File: src/sv/rgm_div_step.sv
`default_nettype none

module rgm_div_step (
    input  wire logic [15:0] i_den,
    input  wire logic [15:0] i_rem,
    input  wire logic [31:0] i_num,
    input  wire logic [31:0] i_q,
    output logic [15:0]      o_rem,
    output logic [31:0]      o_num,
    output logic [31:0]      o_q
);

    logic [16:0] part;
    logic [15:0] rem;
    logic [31:0] num;
    logic [31:0] q;
    logic        ge;

    // Two restoring division steps, quotient bits from the top down
    always_comb begin
        rem = i_rem;
        num = i_num;
        q   = i_q;
        for (int n = 0; n < 2; n++) begin
            part = {rem, num[31]};
            ge   = (part >= {1'b0, i_den});
            if (ge) begin
                part = part - {1'b0, i_den};
            end
            rem = part[15:0];
            num = {num[30:0], 1'b0};
            q   = {q[30:0], ge};
        end
        o_rem = rem;
        o_num = num;
        o_q   = q;
    end

endmodule

`default_nettype wire

File: config.mk
export PLATFORM = sky130hd
export DESIGN_NAME = rgm_div_step
export DESIGN_NICKNAME = d
export VERILOG_FILES = /design/src/sv/rgm_div_step.sv
export SDC_FILE = /design/constraint.sdc
export NUM_CORES = 1
export LEC_CHECK = 0
export ABC_AREA = 1
export BUFFER_PORTS_ARGS = -buffer_cell sky130_fd_sc_hd__buf_2
export CAP_MARGIN = 10
export CORE_AREA = 2 2 72 91
export DETAILED_ROUTE_END_ITERATION = 7
export DIE_AREA = 0 0 74 93
export PLACE_DENSITY = 0.86
export SLEW_MARGIN = 30
export SYNTH_ARGS = -nofsm -noshare
export SYNTH_HDL_FRONTEND = slang
export SYNTH_SLANG_ARGS = --single-unit
File: constraint.sdc
create_clock -name vclk -period 4.7
set_input_delay 0.235 -clock vclk [all_inputs]
set_output_delay 0.235 -clock vclk [all_outputs]
set_load 0.005 [all_outputs]
Word-level counts from Yosys, hierarchy flattened --
Index checks and enable logic that the tools add are counted.
Storage, ports and cells: bits in registers 0, input bits 96, word-level logic and storage cells 6
Cells by class: $add $sub $neg 2, $lt $le $gt $ge 2, muxes and demuxes 2
Operators with widths (number):
- $ge A17 B16 Y1 | 2
- $mux W16 | 2
- $sub A16 B16 Y16 | 2

Logic depth before layout (Yosys ltp) --
word-level depth 4, depth in mapped cells 28, gate-level depth less buffers 27

Least setup slack after synthesis --
OpenSTA, ideal clock, no wires.
kind input to output, start input i_num[31], end output o_rem[12], arrival time 3.037 ns, setup slack 1.428 ns, stages 21, cells stage by stage inv_1 -> ha_1 -> inv_1 -> fa_1 -> nand3_1 -> nand3_1 -> nand2_1 -> nand2_1 -> or2_2 -> nand3_1 -> nand2_1 -> ha_1 -> nand2_1 -> nor2_1 -> and2_1 -> a21oi_2 -> nand2_4 -> nor2_8 -> buf_12 -> nand3_2 -> nand2_1
On the way: longest elaborated chain between the ends 4, elaborated cells between the ends (all ways) 6, classes of those cells 2 x add/sub; 2 x order compare; 2 x mux
RTL lines:
- start: declaration | RTL line 6 | input wire logic [31:0] i_num,
- $sub A16 B16 Y16 / $ge A17 B16 Y1 (equally long branches) | RTL line 28, 26
- $mux W16 (*) | RTL line 27 | if (ge) begin
- $sub A16 B16 Y16 / $ge A17 B16 Y1 (equally long branches) | RTL line 28, 26
- $mux W16 (*) | RTL line 27
- end: declaration | RTL line 8 | output logic [15:0] o_rem,
Every way passes the cells marked *; elsewhere a longest branch is shown, timed or not.

Worst setup path in the final report --
start input i_den[7], end output o_rem[13]
On the way: longest elaborated chain between the ends 4, elaborated cells between the ends (all ways) 6, classes of those cells 2 x add/sub; 2 x order compare; 2 x mux
RTL lines:
- start: declaration | RTL line 4 | input wire logic [15:0] i_den,
- $sub A16 B16 Y16 / $ge A17 B16 Y1 (equally long branches) | RTL line 28, 26
- $mux W16 | RTL line 27
- $sub A16 B16 Y16 / $ge A17 B16 Y1 (equally long branches) | RTL line 28, 26
- $mux W16 (*) | RTL line 27
Marked as above.

==> reports/metrics.csv <==
metric,value,unit
Critical Path RT,4470,ps
vias in the first global route,2873,
Least-Margin Pin Slew,513.9,ps
DRT iter0 DRCs,196,
Mapped Cells,513,
"Avg Cell Area, Syn",5.734,sq um
met3 wire len,498,microns
Internal,0.0002495,W
post-cts resize count,0,
die width,74,microns
final setup TNS,0,ps
highest metal used,met4,
Die ar.,6882,sq um
Post-route DRC,0,
max-cap violations,0,
Vias per Instance,5.207,
initial core utilization,48.65,%
power density cells,229.1,nW/um^2
DRT met1 WL,2700,microns
Slew headroom,65.38,%
Worst path max stage delay,370,ps
antenna violations before repair,0,
Switching Share,60.91,%
Clk pwr share,0,%
"most used cell, CP",nand2_1,
crit path buf inv count,5,
area grow syn2layout,-5.317,%
FMAX,249.5,MHz
Worst setup EP type,primary output,
final core utilization,46.07,%
number of sequential cells,0,
IO buf count,52,
"commonest non-fill, non-tap cell in the layout",nand2_1,
fill count,658,
Final Wtd Congestion,0.9605,
cell area after technology mapping,2942,sq um
end of the worst hold path,o_num[14],
status,"finished, final reports clean",
WHS Path Cells,0,
Critical Path AT,3770,ps
core footprint,6046,sq um
Hold/Removal Path Class,primary input to primary output,
CP Launch Point,i_den[7],
"Slew Viols, Final",0,
most frequent cells in the layout,"nand2_1 (182), inv_1 (68), buf_2 (52)",
# diodes,0,
largest net degree at the start of global routing,20,
sequential element share of the synthesized area,0,%
Final Cycle Share,85.27,%
post-layout min period,4008,ps
Comb power frac,100.0,%
Register Area,0,sq um
row cnt,32,
io pins,176,
NumNets Final,631,
antenna-violating nets left,0,
DR WL met2,3752,microns
Final Setup Violations,0,
post-DP HPWL,6327,microns
Post-CTS Hold Buffers,0,
first-pass GRT wire length,11830,microns
GRT Util Overall,20.97,%
Seq pwr share,0,%
WL/cell,12.63,microns
chip height,93,microns
"CP delay by family, top",simple AND/OR/NAND/NOR gates,
final hold violations,0,
hold path startpoint,i_num[12],
first-pass iteration count of the detailed router,5,
VDD IR-drop max,0.0001059,V
total wire length,7376,microns
kind of start point of the critical path,primary input,
setup repair bufs after CTS,0,
Clock buffer cells,0,
Overflow after GRT,0,
CP max-delay cell,ha_1,
layout cells sized above 1,18.64,%
kind of critical path,primary input to primary output,
worst-path cell chain,buf_2 > inv_1 > ha_1 > nand2_2 > nor2_2 > nand3_1 > nand3_2 > nand3_4 > nand2_4 > inv_2 > nand2_1 > nand2_1 > ha_1 > nand2_1 > inv_1 > a21oi_1 > nand2_1 > nand3_1 > nand2_1 > nand2_2 > nand4_4 > nand2_1 > nand2_1 > buf_2,
LEAKAGE,1.737,nW
Netlist cell types,36,
crit-path max FO,19,
Vias,3041,
RSZ-0062 raised after global routing,no,
Psw,0.0003887,W
Ys Warns,0,
through the flow:
step,total power (W),hold slack (ps),area [sq um],worst slack [ps],std cells
3_3_place_gp,0.0006186,470.0,2785,790.6,584
6_report,0.0006381,470.0,2785,692.5,584
2_1_floorplan,0.0005115,550.8,2945,1428,514
5_1_grt,0.0007152,470.0,2785,320.0,584
4_1_cts,0.0006348,470.0,2785,703.4,584
3_5_place_dp,0.0006312,470.0,2785,720.5,584
cell type report:
cell class,instances,area [sq um],share of cell area [%]
repair buffers,53,267.8,9.614
well taps,85,106.4,3.819
multi-input cells,375,2142,76.91
inverters,71,269.0,9.659
logic make-up after synthesis:
kind of cell | count (synthesis) | share of synthesized area (%)
compound gates | 31 | 6.083
xor+xnor | 14 | 4.168
fa+ha+maj | 34 | 14.97
buf+inv | 139 | 27.31
other cells | 1 | 0.1275
simple gates | 294 | 47.34
worst max-delay path by stage:
stage	depth (start not counted)	slack [ps]	to
floorplan	21	1430	o_rem[12]
global placement	26	790	o_rem[13]
detailed placement	22	720	o_rem[13]
CTS	22	700	o_rem[13]
global route	22	320	o_rem[13]
finish	24	690	o_rem[13]
cells in the mapped netlist:
cell type / count / area, sq um
nor2_8: 1 / 20.02
nor3_2: 1 / 10.01
o21bai_1: 2 / 15.01
a21oi_1: 18 / 90.09
nand3_2: 11 / 110.1
conb_1: 1 / 3.750
nand4_1: 4 / 25.02
fa_1: 2 / 40.04
ha_1: 32 / 400.4
xor2_1: 10 / 87.58
nand3_4: 2 / 35.03
nor2_1: 27 / 101.4
nand2_2: 7 / 43.79
and2_1: 3 / 18.77
xnor2_1: 4 / 35.03
nand2_4: 3 / 33.78
nand3_1: 36 / 180.2
inv_4: 1 / 6.260
o21ai_0: 4 / 20.02
inv_2: 2 / 7.510
inv_1: 68 / 255.2
nor2_4: 1 / 11.26
a31oi_1: 1 / 6.260
nand3b_1: 5 / 37.54
nand2_1: 182 / 683.2
a21boi_0: 1 / 7.510
a21oi_2: 2 / 17.52
nor2_2: 2 / 12.51
nand4_4: 1 / 21.27
buf_6: 3 / 33.78
buf_4: 64 / 480.5
or2_2: 6 / 37.54
buf_12: 1 / 20.02
nor4_1: 1 / 6.260
nor3_1: 1 / 5.000
a21o_1: 3 / 22.52
power groups by stage:
stage	Clock (W)	Combinational (W)	Sequential [W]
finish	0	0.000638	0
global route	0	0.000715	0
CTS	0	0.000635	0
detailed placement	0	0.000631	0
global placement	0	0.000619	0
floorplan	0	0.000512	0
layer usage:
metal	track usage, %	vias to the layer above
met5	0	-
met4	11.21	0
met3	1.185	53
met2	38.91	111
met1	23.02	1364
li1	-	1513
No activity file was read; power rests on OpenSTA's default activity.
