**src/sv/rgm_exp_step.sv**
```systemverilog
`default_nettype none

module rgm_exp_step (
    input  wire logic [31:0] i_m,
    input  wire logic [31:0] i_coef,
    input  wire logic        i_bit,
    output logic [31:0]      o_m
);

    logic [63:0] prod;
    logic [63:0] rnd;

    // Multiply by the Q30 factor and round back to Q30 when the bit is set
    always_comb begin
        prod = {32'd0, i_m} * {32'd0, i_coef};
        rnd  = prod + (64'd1 << 29);
        o_m  = i_bit ? rnd[61:30] : i_m;
    end

endmodule

`default_nettype wire

```
**config.mk**
```make
export PLATFORM = sky130hd
export DESIGN_NAME = rgm_exp_step
export DESIGN_NICKNAME = d
export VERILOG_FILES = /design/src/sv/rgm_exp_step.sv
export SDC_FILE = /design/constraint.sdc
export NUM_CORES = 2
export LEC_CHECK = 0
export ABC_AREA = 1
export BUFFER_PORTS_ARGS = -buffer_cell sky130_fd_sc_hd__buf_2
export CAP_MARGIN = 20
export CELL_PAD_IN_SITES_DETAIL_PLACEMENT = 0
export CELL_PAD_IN_SITES_GLOBAL_PLACEMENT = 2
export CORE_ASPECT_RATIO = 2
export CORE_MARGIN = 1
export CORE_UTILIZATION = 36
export DETAILED_ROUTE_END_ITERATION = 16
export PLACE_DENSITY = 0.82
export SLEW_MARGIN = 20
export SYNTH_ARGS = -nofsm -noshare
export SYNTH_HDL_FRONTEND = slang
export SYNTH_SLANG_ARGS = --single-unit
```
**constraint.sdc**
```tcl
create_clock -name vclk -period 9.4
set_clock_uncertainty 0.1 [all_clocks]
set_input_delay 1.88 -clock vclk [all_inputs]
set_output_delay 1.88 -clock vclk [all_outputs]
set_load 0.1 [all_outputs]
```
# [Word level (Yosys, flattened, before mapping)]
# Cells that the tools add are included.
[word_totals] register_bits=0 input_bits=65 out_inout_bits=32 elab_cells=3
[op_classes] addsub=1 mul=1 n_mux=1
[op_table] op="$add 62x30->62 const B" count=1
[op_table] op="$mul 32x32->62" count=1
[op_table] op="$mux 32" count=1

# [Logic depth before layout (Yosys ltp)]
[logic_depth] depth_word=3 ltp_mapped=32 ltp_nobuf=30

# [Worst setup path before layout]
# OpenSTA, ideal clock, no wires.
[synth_path] path_type="input port to output port" startpoint="in i_m[30]" endpoint="out o_m[8]" t_arrival_ns=9.166 required_ns=7.420 slack_ns=-1.746 cell_stages=24 n_path_buf=2 cell_sequence="clkbuf_1 > clkbuf_1 > nand2_1 > fa_1 > inv_1 > fa_1 > fa_1 > inv_1 > fa_1 > inv_1 > fa_1 > fa_1 > fa_1 > inv_1 > fa_1 > inv_1 > ha_1 > a21oi_1 > o21ai_0 > a21oi_1 > o21ai_1 > inv_1 > nand3_1 > a31oi_1"
[synth_between] elab_chain_len=3
[synth_rtl] element="start: declaration" line="4" text="input wire logic [31:0] i_m,"
[synth_rtl] element="$mul 32x32->62" line="15" text="prod = {32'd0, i_m} * {32'd0, i_coef};"
[synth_rtl] element="$add 62x30->62" line="16" text="rnd = prod + (64'd1 << 29);"
[synth_rtl] element="$mux 32" line="17" text="o_m = i_bit ? rnd[61:30] : i_m;"
[synth_rtl] element="end: declaration" line="7" text="output logic [31:0] o_m"
# Every way passes these cells.

# [Worst setup path after layout]
[layout_path] startpoint="in i_m[18]" endpoint="out o_m[16]"
# Same word-level chain as after synthesis.

==> impl_results.md <==
* Drt initial violations at 1,242
* Placer Congestion at 0.911
* # setup viols final at 32
* Worst-path maximum fanout at 7
* Crit path DAT at 8.39 ns
* Hold Path Class: input pin to primary output
* Final period util at 110%
* Synth Area in Simple Gates at around 18%
* Failing checks: negative setup slack
* Syn_nets at a little over 6,000
* DR vias at 30,000
* Total grt overflow at 0
* Critical path's most frequent cell: fa_2
* # DRC at 0
* CP max stage cell: fa_2
* Worst slew pin tran at 0.741 ns
* Die Wd at 224 um
* Yosys warnings at 0
* Mux share of post-synthesis cell area at 0%
* Layout cells sized above 1 at 22.5%
* Setup crit end kind: primary output
* Crit path largest cell delay at about 0.6 ns
* Area growth from synthesis to layout at 27.8%
* Global-route wire length before repair at 194,000 um
* Overall fraction of global-route tracks in use at 26.3%
* Post-synth cell types at 29
* Min cycle time layout at 10.37 ns
* Clkbuf count at 0
* NumNets Final at 6,414
* RSZ-0062 raised after global routing: yes
* Largest net degree at the start of global routing at 35
* Post-synthesis adder-cell area fraction at around three fifths
* Final Max Tran Viols at 0
* # IOs at 97
* Layout Cells excl Fill at 6,495
* Worst setup SP type: input pin
* Data required, critical path at 7.42 ns
* Finished Core Util at between 40% and 50%
* Die Y at about 450 um
* Final HPWL DP at 111,000 um
* Initial core utilization at 36.4%
* Crit path from: i_m[18]
* Placed insts at between 6,000 and 7,000
* Vias in the first global route at 34,000
* Slew headroom at 50.6%
* Total core area at 97,500 um^2
* Port-buffer cells at between 90 and 100
* Worst Slack Setup Final at -0.966 ns
* WS Path Type: input pin to primary output
* Total wire length at 128,000 um
* Sequential cell area at 0 um^2
* Worst setup path endpoint: o_m[16]
* Setup tns final at -28.53 ns
* Synth Area in Compound Gates at 2.38%
* Max Fclk at a little under 100 MHz
* Status: complete, but fails checks
* Final Hold Fails at 0
* Drt wl/cell at 19.7 um
* Initial antenna violation count at 1
* Die area at 99,900 um^2
* Row count at 162
* Seq/Total Area, Yosys at 0%
* Drt first pass iters at 5
* DRT antenna net count at 0
* Post-Synth XOR/XNOR Area at 0.222%
* Syn Area/Cell at between 7 and 8 um^2
* Synthesized area at 35,500 um^2
* Main combinational cell family by area after synthesis: adder cells
* Mapped Cells at 4,812
* Sequential cells at 0
* Maxcap violations at 0
* Via-to-Cell Ratio at 4.62
* Hold Slack at approximately 4.3 ns
-- critical path, delay by kind of cell --
family / cells / cell delay [ns]
adder cells (fa/ha/maj): 9 / 4.38
AND/OR/NAND/NOR: 9 / 1.12
buffers and inverters: 10 / 1.00
-- per-layer routing --
metal | up-vias | GRT usage (%) | wire length [um]
li1 | 13900 | - | -
met1 | 15200 | 23.3 | 38400
met2 | 594 | 55.3 | 76100
met3 | 332 | 1.14 | 2620
met4 | 0 | 17.2 | 10600
met5 | - | 0 | 0
-- cells in the final DEF (no fill, tap or decap), types with 4 or more instances in the layout --
master / Yosys / layout
a21o_1: 8 / 7
a21oi_1: 83 / 37
a21oi_2: 0 / 32
a21oi_4: 0 / 14
buf_12: 0 / 85
buf_16: 0 / 13
buf_2: 1 / 10
buf_4: 0 / 402
buf_6: 0 / 68
buf_8: 0 / 16
fa_1: 896 / 816
fa_2: 0 / 80
ha_1: 269 / 229
ha_4: 0 / 38
inv_1: 1631 / 1547
inv_2: 15 / 93
inv_4: 0 / 5
nand2_1: 1359 / 1220
nand2_2: 1 / 81
nand2_4: 0 / 41
nand2_8: 0 / 18
nand3_1: 78 / 36
nand3_2: 0 / 31
nand3_4: 0 / 11
nand3b_1: 11 / 11
nand4_1: 8 / 8
nor2_1: 131 / 57
nor2_2: 1 / 28
nor2_4: 0 / 47
nor3_2: 0 / 5
nor3_4: 0 / 5
o21a_1: 4 / 4
o21ai_0: 40 / 16
o21ai_1: 6 / 8
o21ai_2: 1 / 17
o21ai_4: 0 / 6
o21bai_1: 9 / 6
xor2_1: 4 / 4
-- worst min path at each step --
stage,start,to,slack [ns],depth (start not counted)
after floorplan,i_m[31],o_m[31],3.94,2
after global placement,i_m[21],o_m[21],4.43,5
after detailed placement,i_m[21],o_m[21],4.43,5
after CTS,i_m[21],o_m[21],4.31,5
after global routing,i_m[21],o_m[21],4.32,5
final,i_m[21],o_m[21],4.31,5
-- cell type report --
| class | count | area (um^2) |
|---|---|---|
| Multi-Input combinational cell | 2938 | 31300 |
| Inverter | 1646 | 6200 |
| Timing Repair Buffer | 598 | 6230 |
| Antenna cell | 1 | 2.50 |
| Fill cell | 9985 | 52100 |
| Tap cell | 1312 | 1640 |
-- cells by family (layout without fill, tap and decap cells) --
kind of cell             count (synthesis)  count (layout)
XOR/XNOR                                 9               9
other                                    0               1
AND/OR/NAND/NOR                       1608            1608
buffers and inverters                 1874            2244
AO/OA/AOI/OAI                          156             156
adder cells (fa/ha/maj)               1165            1165
-- timing repair --
action / 4_1_cts / 5_1_grt
pin swaps: 152 / 190
cloned: 13 / 1
resized for setup: 492 / 304
setup endpoints to repair: 32 / 32
buffers inserted: 36 / 15
hold buffers: 0 / 0
-- cell usage after synthesis --
| cell | count | area (um^2) |
|---|---|---|
| inv_1 | 1631 | 6120 |
| nand2_1 | 1359 | 5100 |
| fa_1 | 896 | 17900 |
| ha_1 | 269 | 3370 |
| clkbuf_1 | 215 | 807 |
| nor2_1 | 131 | 492 |
| a21oi_1 | 83 | 415 |
| nand3_1 | 78 | 390 |
| o21ai_0 | 40 | 200 |
| inv_2 | 15 | 56.3 |
| buf_1 | 12 | 45.0 |
| nor3_1 | 12 | 60.1 |
| nand3b_1 | 11 | 82.6 |
| o21bai_1 | 9 | 67.6 |
| a21o_1 | 8 | 60.1 |
| nand4_1 | 8 | 50.1 |
| o21ai_1 | 6 | 30.0 |
| xnor2_1 | 5 | 43.8 |
| nor4_1 | 4 | 25.0 |
| o21a_1 | 4 | 30.0 |
| xor2_1 | 4 | 35.0 |
| a31oi_1 | 3 | 18.8 |
| a21boi_0 | 2 | 15.0 |
| and3_1 | 2 | 12.5 |
| buf_2 | 1 | 5.00 |
| nand2_2 | 1 | 6.26 |
| nor2_2 | 1 | 6.26 |
| o21ai_2 | 1 | 8.76 |
| or2_2 | 1 | 6.26 |
-- per-stage QoR --
| step | worst slack [ns] | area [um^2] |
|---|---|---|
| after floorplan | -0.543 | 37000 |
| after global placement | -1.48 | 41800 |
| after detailed placement | -1.44 | 41800 |
| after CTS | -1.03 | 44200 |
| after global routing | -1.19 | 45400 |
| final | -0.966 | 45400 |
Power is not shown: default switching activity piles up to over one toggle a cycle in this logic, so the estimate is an artifact.
